$ cat config.mk
export PLATFORM = sky130hd
export DESIGN_NAME = awt_cell
export DESIGN_NICKNAME = d
export VERILOG_FILES = /design/src/rtl/awt_pkg.sv /design/src/rtl/awt_cell.sv
export SDC_FILE = /design/constraint.sdc
export NUM_CORES = 1
export LEC_CHECK = 0
export BUFFER_PORTS_ARGS = -buffer_cell sky130_fd_sc_hd__buf_2
export CAP_MARGIN = 0
export CORE_ASPECT_RATIO = 0.6
export CORE_MARGIN = 1.5
export CORE_UTILIZATION = 40
export CTS_BUF_LIST = sky130_fd_sc_hd__clkbuf_16
export DETAILED_ROUTE_END_ITERATION = 10
export PLACE_DENSITY = 0.72
export SLEW_MARGIN = 5
export SYNTH_ARGS = -nofsm -noshare
export SYNTH_HDL_FRONTEND = slang
export SYNTH_SLANG_ARGS = --single-unit
$ cat constraint.sdc
create_clock -name clk -period 8.95 [get_ports clk]
set_clock_uncertainty 0.2 [all_clocks]
set_input_delay 1.79 -clock clk [delete_from_list [all_inputs] [get_ports clk]]
set_output_delay 1.79 -clock clk [all_outputs]
set_load 0.05 [all_outputs]
$ cat src/rtl/awt_pkg.sv
`timescale 1ns / 1ps

package awt_pkg;

	localparam int ADDR_W = 32;
	localparam int EXT_W  = 64;
	localparam int IDX_W  = 7;
	localparam int CMD_W  = 2;

	typedef enum logic [CMD_W-1:0] {
		CMD_FORWARD = 2'd0,
		CMD_RETURN  = 2'd1,
		CMD_WRITE   = 2'd2
	} cmd_t;

	// One item on its way down the chain of cells. The fields are shared:
	// on a write, a/b/x/idx/flag carry the new entry (internal base, size,
	// external base, index, enable); on a lookup, a is the address, and
	// b/x/idx/flag collect the offset, external base, number and hit of the
	// first covering window.
	typedef struct packed {
		logic              valid;
		cmd_t              cmd;
		logic [ADDR_W-1:0] a;
		logic [ADDR_W-1:0] b;
		logic [EXT_W-1:0]  x;
		logic [IDX_W-1:0]  idx;
		logic              flag;
	} tok_t;

endpackage

$ cat src/rtl/awt_cell.sv
`timescale 1ns / 1ps

module awt_cell #(
	parameter int CELL_INDEX = 0
) (
	input  logic          clk,
	input  logic          arst_n,
	input  logic          adv,
	input  awt_pkg::tok_t tok_in,
	output awt_pkg::tok_t tok_out
);
	import awt_pkg::*;

	localparam bit WRITABLE = CELL_INDEX < (1 << IDX_W);

	logic              en_q;
	logic [ADDR_W-1:0] base_q;
	logic [ADDR_W-1:0] size_q;
	logic [EXT_W-1:0]  ext_q;
	logic              valid_q;
	tok_t              data_q;

	logic              wr_here;
	logic              is_lookup;
	logic [ADDR_W:0]   upper;
	logic              covers;
	tok_t              tok_next;

	assign wr_here = WRITABLE && tok_in.valid && tok_in.cmd == CMD_WRITE &&
		tok_in.idx == IDX_W'(CELL_INDEX);
	assign is_lookup = tok_in.cmd == CMD_FORWARD || tok_in.cmd == CMD_RETURN;
	assign upper = {1'b0, base_q} + {1'b0, size_q};
	assign covers = en_q && (tok_in.a >= base_q) && ({1'b0, tok_in.a} <= upper);

	always_comb begin
		tok_next = tok_in;
		if (is_lookup && !tok_in.flag && covers) begin
			tok_next.flag = 1'b1;
			tok_next.idx  = IDX_W'(CELL_INDEX);
			tok_next.b    = tok_in.a - base_q;
			tok_next.x    = ext_q;
		end
	end

	always_ff @(posedge clk or negedge arst_n) begin
		if (!arst_n) begin
			en_q    <= 1'b0;
			valid_q <= 1'b0;
		end else if (adv) begin
			valid_q <= tok_in.valid;
			if (wr_here) begin
				en_q <= tok_in.flag;
			end
		end
	end

	always_ff @(posedge clk) begin
		if (adv) begin
			data_q <= tok_next;
			if (wr_here) begin
				base_q <= tok_in.a;
				size_q <= tok_in.b;
				ext_q  <= tok_in.x;
			end
		end
	end

	always_comb begin
		tok_out       = data_q;
		tok_out.valid = valid_q;
	end

endmodule

# Yosys cells after proc, flatten, opt, wreduce, memory -nomap -nowiden
# Cells that the tools add are included.
# totals
mem_count	0
regBits	268
inputBits	142
ram_bits	0
mem_bits_ro	0
latch_bits	0
# op_classes
order_cmp	2
n_addsub	2
shifts	0
n_div	0
reduce_logical	11
eq_ne	2
muxes	1
bitwise_logic	0
multipliers	0
# ops
op	count
104-bit two-way mux	1
32-bit by 32-bit adder with 33-bit output	1
32-bit by 33-bit <= comparator with 1-bit output	1
32-bit >= comparator	1
32-bit subtractor	1
7-bit logical NOT	1
1-bit logical AND	6
2-bit by 1-bit == test with 1-bit output, second input constant	1
2-bit == test, second input constant	1
2-bit logical NOT	1
2-bit AND reduction	1
1-bit logical NOT	1
1-bit logical OR	1

# Depth between registers and ports, before layout
# Gate-level depths: netlist (run 1).
# depth
ltp_word	5
depth_mapped	23

# Worst setup path before layout (run 1)
# Ideal clock, no wire load.
# synth_timing
path_kind	input to register
from	in tok_in[2] (netlist bit)
to	reg en_q
slack_ps	-7307
arrival_ps	15928
cell_stages	4
cell_sequence	nor4b_1 nand4_1 nor4_1 mux2_2
# synth_between
elab_chain_cells	3
# synth_rtl
item	line_no	text
start: declaration	awt_cell.sv:9	input awt_pkg::tok_t tok_in,
7-bit logical NOT	awt_cell.sv:30	tok_in.idx == IDX_W'(CELL_INDEX);
1-bit logical AND	awt_cell.sv:29	assign wr_here = WRITABLE && tok_in.valid && tok_in.cmd == CMD_WRITE &&
2-bit AND reduction (no line)	-	
end signal: assignment	awt_cell.sv:52	en_q <= tok_in.flag;
end: declaration	awt_cell.sv:16	logic en_q;
# No other way between the ends.
# A chain may end at the register's enable or synchronous reset.

==> impl_results.md, run 1 <==
- Status: complete, no violations
- Max Fclk: 0.156 GHz
- Initial Util: 0.411
- Core Region: 0.0328 mm2
- Area growth, synth to finish: 20.8%
- DR pass1 iterations: 5
- Setup slack, reg-to-reg: 2530 ps
- Peak supply drop: 0.160 mV
- Reg2reg start: size_q[3]
- Fraction of layout cells with a size suffix above 1: 0.333
- DRC errors left: 0
- Syn_nets: 1184
- # rows: 51
- Largest net degree at the start of global routing: 94
- Highest-count cells in the layout ignoring fill and taps: buf_2, edfxtp_1, ha_1
- R2r endpoint: tok_out[43]
- Hold path start: en_q
- Ys flop type: edfxtp_1
- First-pass GRT wire length: 51.7 mm
- Worst Tran Pin Value: 1080 ps
- Post-route ant nets: 0
- Number of library cell types mapped by synthesis: 59
- DRT Wirelength: 34.3 mm
- Postcts setup bufs: 0
- H-tree depth: 1
- Final #Nets: 1484
- Max-Slew Margin vs Limit: 0.278
- Min-Delay Endpoint: en_q
- Worst hold slack: 321 ps
- Syn Area/Cell: 14.3 um2
- Pwr dens: 184 mW/mm2
- Final min period: 6420 ps
- Cells after Synth: 944
- Clock Pin Slew Worst Setup and Hold Paths: 70 ps
- Placed Instances: 1666
- Final Max Tran Viols: 0
- Mapped Area: 0.0135 mm2
- Die Wd: 240 um
- Hpwl dp: 25.5 mm
- Sink Count: 268
- Final core utilization: 0.497
- Routability cong.: 0.934
- Max FO, Critical Path: 93
- Vias in the first global route: 8823
- Finished Layout Cells: 1717
- CP Launch Type: register
- Vias per cell: 5.22
- WL per Instance: 20.0 um
- Yosys warns: 0
- Cts hold-fix bufs: 0
- Port bufs: 280
- Hold Path Class: reg -> reg
- Resize count post-CTS: 0
- Post-synthesis register bit count: 268
- Delay-heaviest family, CP: compound AO/OA/AOI/OAI gates
- Die ar.: 0.0349 mm2
- RSZ-0062 raised after global routing: false
- Gr usage total: 0.193
- Slowest CP cell: a211oi_4
- CP peak stage delay: 920 ps
- Buf/Inv on CP: 1
- Crit-path cells: ha_1, o21ai_0, o21ai_0, and4_1, nor2_1, o2111a_1, nor3_1, a41oi_1, a21oi_1, xnor2_1, ha_1, and4_1, nand4_1, nor4_1, a221o_1, a21oi_1, a211oi_4, buf_12, mux2_2
- Filler cells: 2901
- EDFF count, synth: 266
- IO Count: 281
- Root buffer cell: clkbuf_16
- Crit share post-route: 0.717
- Die H: 145 um
- Reg2Reg Depth: 19
- Register area share after synthesis: 0.596
- Crit. End Element: register
- Initial drt markers: 708
- Synth async-reset ratio: 0.00746
- Req. time, crit path: 9060 ps
- Setup TNS: 0 ps
- Leak: 6.66 nW
- Num CTS Buffers: 26
- Initial antenna violation count: 6
- Tot Pwr: 2.99 mW
- Hold depth: 1
- Critical path arrival: 6530 ps
- Longest Clk Path Bufs: 3
- CTS tree: built
- Commonest non-fill, non-tap cell in the layout: buf_2
- Via count: 8970
- Fin. Hold Viols: 0
- Max cap viols: 0
- Gr ovfl total: 0
- Clock Latency Late Sink: 570 ps
- Setup-failing EPs final: 0
- WS Path Type: reg -> reg
==> sequential cells by signal (all words and copies together) (netlist names) <==
register  flops
ext_q        64
base_q       32
size_q       32
tok_out     138
en_q          1
valid_q       1
==> routing by layer <==
metal / track usage / wire (um) / vias up
li1: - / - / 4258
met1: 0.288 / 16100 / 4324
met2: 0.278 / 14300 / 341
met3: 0.0537 / 3130 / 45
met4: 0.0431 / 722 / 2
met5: 0 / 13 / -
==> worst max-delay path by stage <==
stage / from / endpoint / slack [ps] / cells past startpoint
floorplan: tok_in[2] / en_q / 1800 / 4
global placement: size_q[3] / tok_out[49] / 2800 / 19
detailed placement: base_q[16] / tok_out[43] / 2660 / 19
CTS: size_q[3] / tok_out[32] / 2640 / 19
global route: size_q[3] / tok_out[43] / 2120 / 19
finish: size_q[3] / tok_out[43] / 2530 / 19
==> cells by family after synthesis <==
logic type	count (synthesis)	share of synthesized area
multiplexers	99	0.0963
AND/OR/NAND/NOR	165	0.0631
buffers and inverters	60	0.0208
AO/OA/AOI/OAI	202	0.0978
adder cells (fa/ha/maj)	98	0.0921
XOR/XNOR	52	0.0338
flip-flops	268	0.596
==> cell type report <==
| cell class | instances | area [um2] | area share |
|---|---|---|---|
| antenna | 5 | 12.5 | 0.000768 |
| clock buffer | 26 | 651 | 0.0400 |
| clock inverter | 20 | 200 | 0.0123 |
| inverter | 47 | 176 | 0.0108 |
| multi-input combinational | 616 | 5190 | 0.319 |
| sequential | 268 | 8040 | 0.494 |
| tap | 450 | 563 | 0.0346 |
| timing repair buffer | 285 | 1460 | 0.0895 |
==> where the power goes <==
group / switching (mW) / internal (mW)
sequential: 0.0137 / 1.44
clock: 0.483 / 0.641
combinational: 0.299 / 0.115
total: 0.796 / 2.19
==> per-stage QoR <==
step	instance area, um2	worst slack, ps
3_5_place_dp	15400	2660
3_3_place_gp	15400	2800
4_1_cts	16300	2640
2_1_floorplan	13500	1800
6_report	16300	2530
5_1_grt	16300	2120
==> cell usage after synthesis (all sizes together), types with 20 or more instances <==
library cell,n,area share
xnor2,31,0.020
inv,47,0.013
nor2b,20,0.0093
xor2,21,0.014
o21ai,39,0.014
edfxtp,266,0.59
mux2,96,0.094
nor2,38,0.011
a21oi,57,0.021
a21o,34,0.019
nand2,33,0.0092
ha,96,0.089
Power figures use the tool's default switching activity.
==> run 2: changes to the inputs <==
PLACE_DENSITY = 0.75   (was 0.72)
clock period = 5.64 ns   (was 8.95 ns; I/O delays follow)
==> run 2 against run 1 <==
  * Combinational power rose by 60%
  * Via count up 2.8%
  * Largest power group unchanged
  * Global-route usage grew 0.41 points
  * Maximum frequency increased by 19%
  * Clock-buffer cell count rose by 3
  * Highest routed layer is now met4
==> impl_results.md, run 2 (synthesis gave the netlist of run 1 again) <==
- Status: complete, no violations
- Final #Nets: 1493 (+0.61%)
- Routability cong.: 0.959 (+2.7%)
- Gate power share: 0.138 (about the same)
- Initial drt markers: 857 (+21%)
- WL per Instance: 20.5 um (+2.7%)
- Gr usage total: 0.198 (+0.00408)
- Max Fclk: 0.185 GHz (+19%)
- Hold Path Class: in -> async
- Worst Tran Pin Value: 984 ps (-95.8 ps)
- Clock Latency Late Sink: 550 ps (-20 ps)
- WS Path Type: reg -> reg
- Pint: 3.53 mW (+61%)
- Max FO, Critical Path: 29 (-69%)
- Num CTS Buffers: 28 (+7.7%)
- Die ar.: 0.0349 mm2 (unchanged)
- Vias per cell: 5.34 (+2.3%)
- Port bufs: 280 (unchanged)
- Max-Slew Margin vs Limit: 0.344 (+0.0662)
- Hpwl dp: 25.6 mm (+0.36%)
- Leak: 6.72 nW (+0.97%)
- Final min period: 5400 ps (-1020 ps)
- Fraction of layout cells with a size suffix above 1: 0.346 (+0.0133)
- Area growth, synth to finish: 22.5%
- Sequential Area: 0.00804 mm2 (unchanged)
- Vias in the first global route: 8872 (+0.56%)
- Fin. Hold Viols: 0 (unchanged)
- # rows: 51 (unchanged)
- Initial antenna violation count: 2 (-4)
- Setup-failing EPs final: 0 (unchanged)
- Final core utilization: 0.504 (+0.00698)
- Filler cells: 2883 (-0.62%)
- DRT Wirelength: 35.4 mm (+3.2%)
- Max cap viols: 0 (unchanged)
- Critical path arrival: 5500 ps (-1030 ps)
- Longest Clk Path Bufs: 3 (unchanged)
- Via count: 9225 (+2.8%)
- Post-DP Area: 0.0155 mm2 (+0.36%)
- Highest-count cells in the layout ignoring fill and taps: buf_2, edfxtp_1, ha_1
- Switching Fraction: 0.267 (+0.000434)
- Die H: 145 um (unchanged)
- Initial Util: 0.411 (unchanged)
- Clock power frac: 0.385 (+0.009)
- Pwr dens: 292 mW/mm2 (+59%)
- Peak supply drop: 0.239 mV (+49%)
- Max FFs per register: 138 (unchanged)
- Gr ovfl total: 0 (unchanged)
- Finished layout cell area: 0.0165 mm2 (+1.4%)
- H-tree depth: 1 (unchanged)
- Post-route ant nets: 0 (unchanged)
- Multi-input gate area: 0.00523 mm2 (+0.84%)
- IO Count: 281 (unchanged)
- Root buffer cell: clkbuf_16
- Largest net degree at the start of global routing: 130 (+38%)
- Switching pwr: 1.28 mW (+61%)
- First-pass GRT wire length: 52.4 mm (+1.4%)
- DRC errors left: 0 (unchanged)
- Final Max Tran Viols: 0 (unchanged)
- Die Wd: 240 um (unchanged)
- CTS tree: built
- Crit share post-route: 0.958 (+0.241)
- Req. time, crit path: 5730 ps (-3330 ps)
- CP Launch Type: register
- Clock Pin Slew Worst Setup and Hold Paths: 70 ps (about the same)
- Core Region: 0.0328 mm2 (unchanged)
- Commonest non-fill, non-tap cell in the layout: buf_2
- DR pass1 iterations: 7 (+2)
- Sequential power share: 0.478 (-0.007)
- Crit. End Element: register
- Sink Count: 268 (unchanged)
## run 2: worst paths after layout
kind	startpoint	to	slack (ps)	cells past startpoint
hold reg to reg	valid_q	valid_q	310	1
max in group asynchronous	arst_n	valid_q	4950	1
setup reg to reg	size_q[9]	tok_out[56]	240	20
setup / recovery	size_q[9]	tok_out[56]	240	20
hold / removal	arst_n	en_q	170	1
min in group clk	valid_q	valid_q	310	1
## run 2: cell type report
cell class | count | area share
multi-input cells | 616 | 0.317
inverters | 47 | 0.0107
well taps | 450 | 0.0341
flip-flops and latches | 268 | 0.487
diodes | 2 | 0.000303
repair buffers | 292 | 0.0960
clock inverters | 22 | 0.0115
clock buffers | 29 | 0.0439
## run 2: timing repair
action	4_1_cts	5_1_grt
hold buffers	0	0
resized for setup	0	17
setup buffers	0	3
setup endpoints to repair	0	98
## run 2: metal layers
metal,global-route usage,routed length [um]
met5,0,0
met3,0.0424,3120
met4,0.0513,873
met1,0.302,16500
met2,0.281,14900
## run 2: worst max-delay path, cell delays in order, from the launching register on
cell and delay, ps:
edfxtp_1 440, ha_2 420, and4_1 240, and2_1 180, and4_1 230, nor2_1 90
o2111a_1 270, nor3_2 240, a41oi_2 210, a22oi_1 250, xnor2_1 110, ha_1 290
and4_1 160, nand4_1 160, nor4_1 330, a221o_1 190, a21oi_1 60, a211oi_4 260
buf_4 200, buf_16 260, mux2_4 330
## run 2: power groups by stage
stage | sequential (mW) | clock (mW) | combinational [mW]
finish | 2.30 | 1.85 | 0.663
floorplan | 2.63 | 0 | 0.150
detailed placement | 2.34 | 0 | 0.662
global placement | 2.34 | 0 | 0.653
global route | 2.31 | 1.98 | 0.697
CTS | 2.30 | 1.91 | 0.664
## run 2: per-stage QoR
| step | total power, mW | setup WS, ps | cells | TNS [ps] | hold slack [ps] |
|---|---|---|---|---|---|
| 4_1_cts | 4.88 | 65.3 | 1719 | 0 | 141 |
| 3_5_place_dp | 3.01 | 74.7 | 1668 | 0 | 294 |
| 2_1_floorplan | 2.78 | -810 | 944 | -78970 | 281 |
| 3_3_place_gp | 3.00 | 294 | 1668 | 0 | 288 |
| 6_report | 4.82 | 236 | 1726 | 0 | 173 |
| 5_1_grt | 4.99 | -36.5 | 1726 | -1420 | 141 |
==> run 3: changes to the inputs <==
CELL_PAD_IN_SITES_DETAIL_PLACEMENT = 1   (was default)
CELL_PAD_IN_SITES_GLOBAL_PLACEMENT = 1   (was default)
CORE_UTILIZATION = 41   (was 40)
PLACE_DENSITY = 0.88   (was 0.75)
==> run 3 against run 2 <==
  * Sequential power is essentially flat
  * Combinational power is 2% higher
  * Clock power about the same
  * Setup slack got worse by 94 ps
  * Clock-buffer cell count shrank 2
  * Critical endpoint is now tok_out[90]
  * Highest routed layer is now met5
==> impl_results.md, run 3 (synthesis gave the netlist of run 1 again) <==
- Status: complete, no violations
- Initial drt markers: 534 (-38%)
- Final core utilization: 0.512 (+0.00880)
- Crit. End Element: register
- Vias per cell: 5.40 (+1.0%)
- Setup-failing EPs final: 0 (unchanged)
- Finished layout cell area: 0.0166 mm2 (+0.56%)
- CTS tree: built
- Root buffer cell: clkbuf_16
- Max FFs per register: 138 (unchanged)
- Final Max Tran Viols: 0 (unchanged)
- Placed Instances: 1646 (-1.3%)
- Peak supply drop: 0.235 mV (-1.8%)
- Core Region: 0.0324 mm2 (-1.2%)
- IO Count: 281 (unchanged)
- CP peak stage delay: 420 ps (-20 ps)
- Cts hold-fix bufs: 0 (unchanged)
- Final #Nets: 1496 (+0.20%)
- Pwr dens: 291 mW/mm2 (-0.34%)
- Final min period: 5500 ps (+93.7 ps)
- Die Wd: 237 um (-1.2%)
- Clock Pin Slew Worst Setup and Hold Paths: 70 ps (about the same)
- Req. time, crit path: 5730 ps (about the same)
- Num CTS Buffers: 27 (-3.6%)
- Fin. Hold Viols: 0 (unchanged)
- Finished Layout Cells: 1701 (-1.4%)
- Post-route ant nets: 0 (unchanged)
- Initial Util: 0.416 (+0.00486)
- WL per Instance: 23.0 um (+12%)
- Leak: 6.75 nW (+0.39%)
- Max FO, Critical Path: 20 (-31%)
- Routability cong.: 0.917 (-4.4%)
- Via count: 9185 (-0.43%)
- Largest net degree at the start of global routing: 71 (-45%)
- Max-Slew Margin vs Limit: 0.337 (-0.00652)
- Die ar.: 0.0340 mm2 (-2.4%)
- Crit share post-route: 0.975 (+0.0166)
- DR pass1 iterations: 5 (-2)
- Max cap viols: 0 (unchanged)
- DRT Wirelength: 39.2 mm (+11%)
- Sink Count: 268 (unchanged)
- DRC errors left: 0 (unchanged)
- Critical path arrival: 5580 ps (+80 ps)
- Worst Tran Pin Value: 994 ps (+9.77 ps)
- Hold Path Class: in -> async
- Gr ovfl total: 0 (unchanged)
- Clock Latency Late Sink: 560 ps (about the same)
- First-pass GRT wire length: 57.4 mm (+9.5%)
- Initial antenna violation count: 3 (+1)
- Final Worst Setup Slack: 142 ps (-93.7 ps)
- Fraction of layout cells with a size suffix above 1: 0.361 (+0.0143)
- Commonest non-fill, non-tap cell in the layout: buf_2
- Highest-count cells in the layout ignoring fill and taps: buf_2, edfxtp_1, ha_1
- Port bufs: 280 (unchanged)
- Vias in the first global route: 9551 (+7.7%)
- CP Launch Type: register
- Slowest CP cell: edfxtp_1
- Hpwl dp: 28.9 mm (+13%)
- Critical path launch point: base_q[0]
- Crit-path cells: ha_1, inv_1, fa_1, nor2b_1, o31a_1, o311a_4, o211ai_1, nand3_1, a31oi_2, o21bai_1, a21oi_1, xor2_1, ha_1, nand4_1, nor4_2, a221o_1, a21oi_1, a211oi_4, buf_12, clkbuf_16, mux2_4
- Post-Place Worst Slack: 39.0 ps (-35.7 ps)
- H-tree depth: 1 (unchanged)
- Area growth, synth to finish: 23.2%
- Post-DP Area: 0.0155 mm2 (about the same)
- Die H: 143 um (-1.2%)
- # rows: 51 (unchanged)
- WS Path Type: reg -> reg
- Max Fclk: 0.182 GHz (-1.7%)
- Longest Clk Path Bufs: 3 (unchanged)
- Gr usage total: 0.221 (+0.0239)
- Reg2reg start: base_q[0]
run 3: cell count changes in the layout (fill, tap and decap cells not counted), sizes merged:
cell / delta
buf: +4
bufinv: +1
clkbuf: -2
clkinv: -4
diode: -1
inv: +3
run 3: area by class of cell:
type / instances / area (um2)
fillers: 3334 / 15800
flip-flops and latches: 268 / 8040
multi-input cells: 616 / 5330
clock inverters: 22 / 224
clock buffers: 27 / 676
diodes: 1 / 2.50
repair buffers: 296 / 1630
inverters: 47 / 176
well taps: 424 / 531
run 3: path summary, 6_finish.rpt:
kind / to / slack (ps) / cells after the start
setup / recovery: tok_out[90] / 140 / 21
hold / removal: valid_q / 150 / 1
setup reg to reg: tok_out[90] / 140 / 21
hold reg to reg: en_q / 320 / 1
max in group asynchronous: en_q / 4990 / 1
min in group clk: en_q / 320 / 1
run 3: timing repair:
| item | CTS | global route |
|---|---|---|
| cloned | 0 | 3 |
| pin swaps | 1 | 3 |
| endpoints found under the setup margin | 4 | 104 |
| setup buffers | 0 | 2 |
| resized for setup | 0 | 35 |
run 3: per-stage QoR:
step	total power [mW]	setup TNS (ps)	hold WS [ps]
floorplan	2.78	-78970	281
detailed placement	3.02	0	306
global route	4.97	-890	135
CTS	4.87	0	131
global placement	3.00	0	287
finish	4.83	0	152
run 3: routing by layer:
layer  up-vias  wire (um)  track usage
li1       4272          -            -
met1      4632      18100        0.312
met2       237      18000        0.359
met3        40       2570       0.0494
met4         4        511       0.0312
met5         -         27            0
run 3: critical path, delay by kind of cell (launching register included):
family | cells | cell delay, ps
multiplexers | 1 | 310
adder cells (fa/ha/maj) | 3 | 780
AO/OA/AOI/OAI | 9 | 2100
XOR/XNOR | 1 | 120
flip-flops | 1 | 420
buffers and inverters | 3 | 520
AND/OR/NAND/NOR | 4 | 760
run 3: where the power goes:
part           leakage (nW)  switching, mW  internal [mW]
Combinational          3.77          0.487          0.187
Sequential             2.53         0.0235           2.28
Clock                 0.452          0.792           1.06
Total                  6.75           1.30           3.53
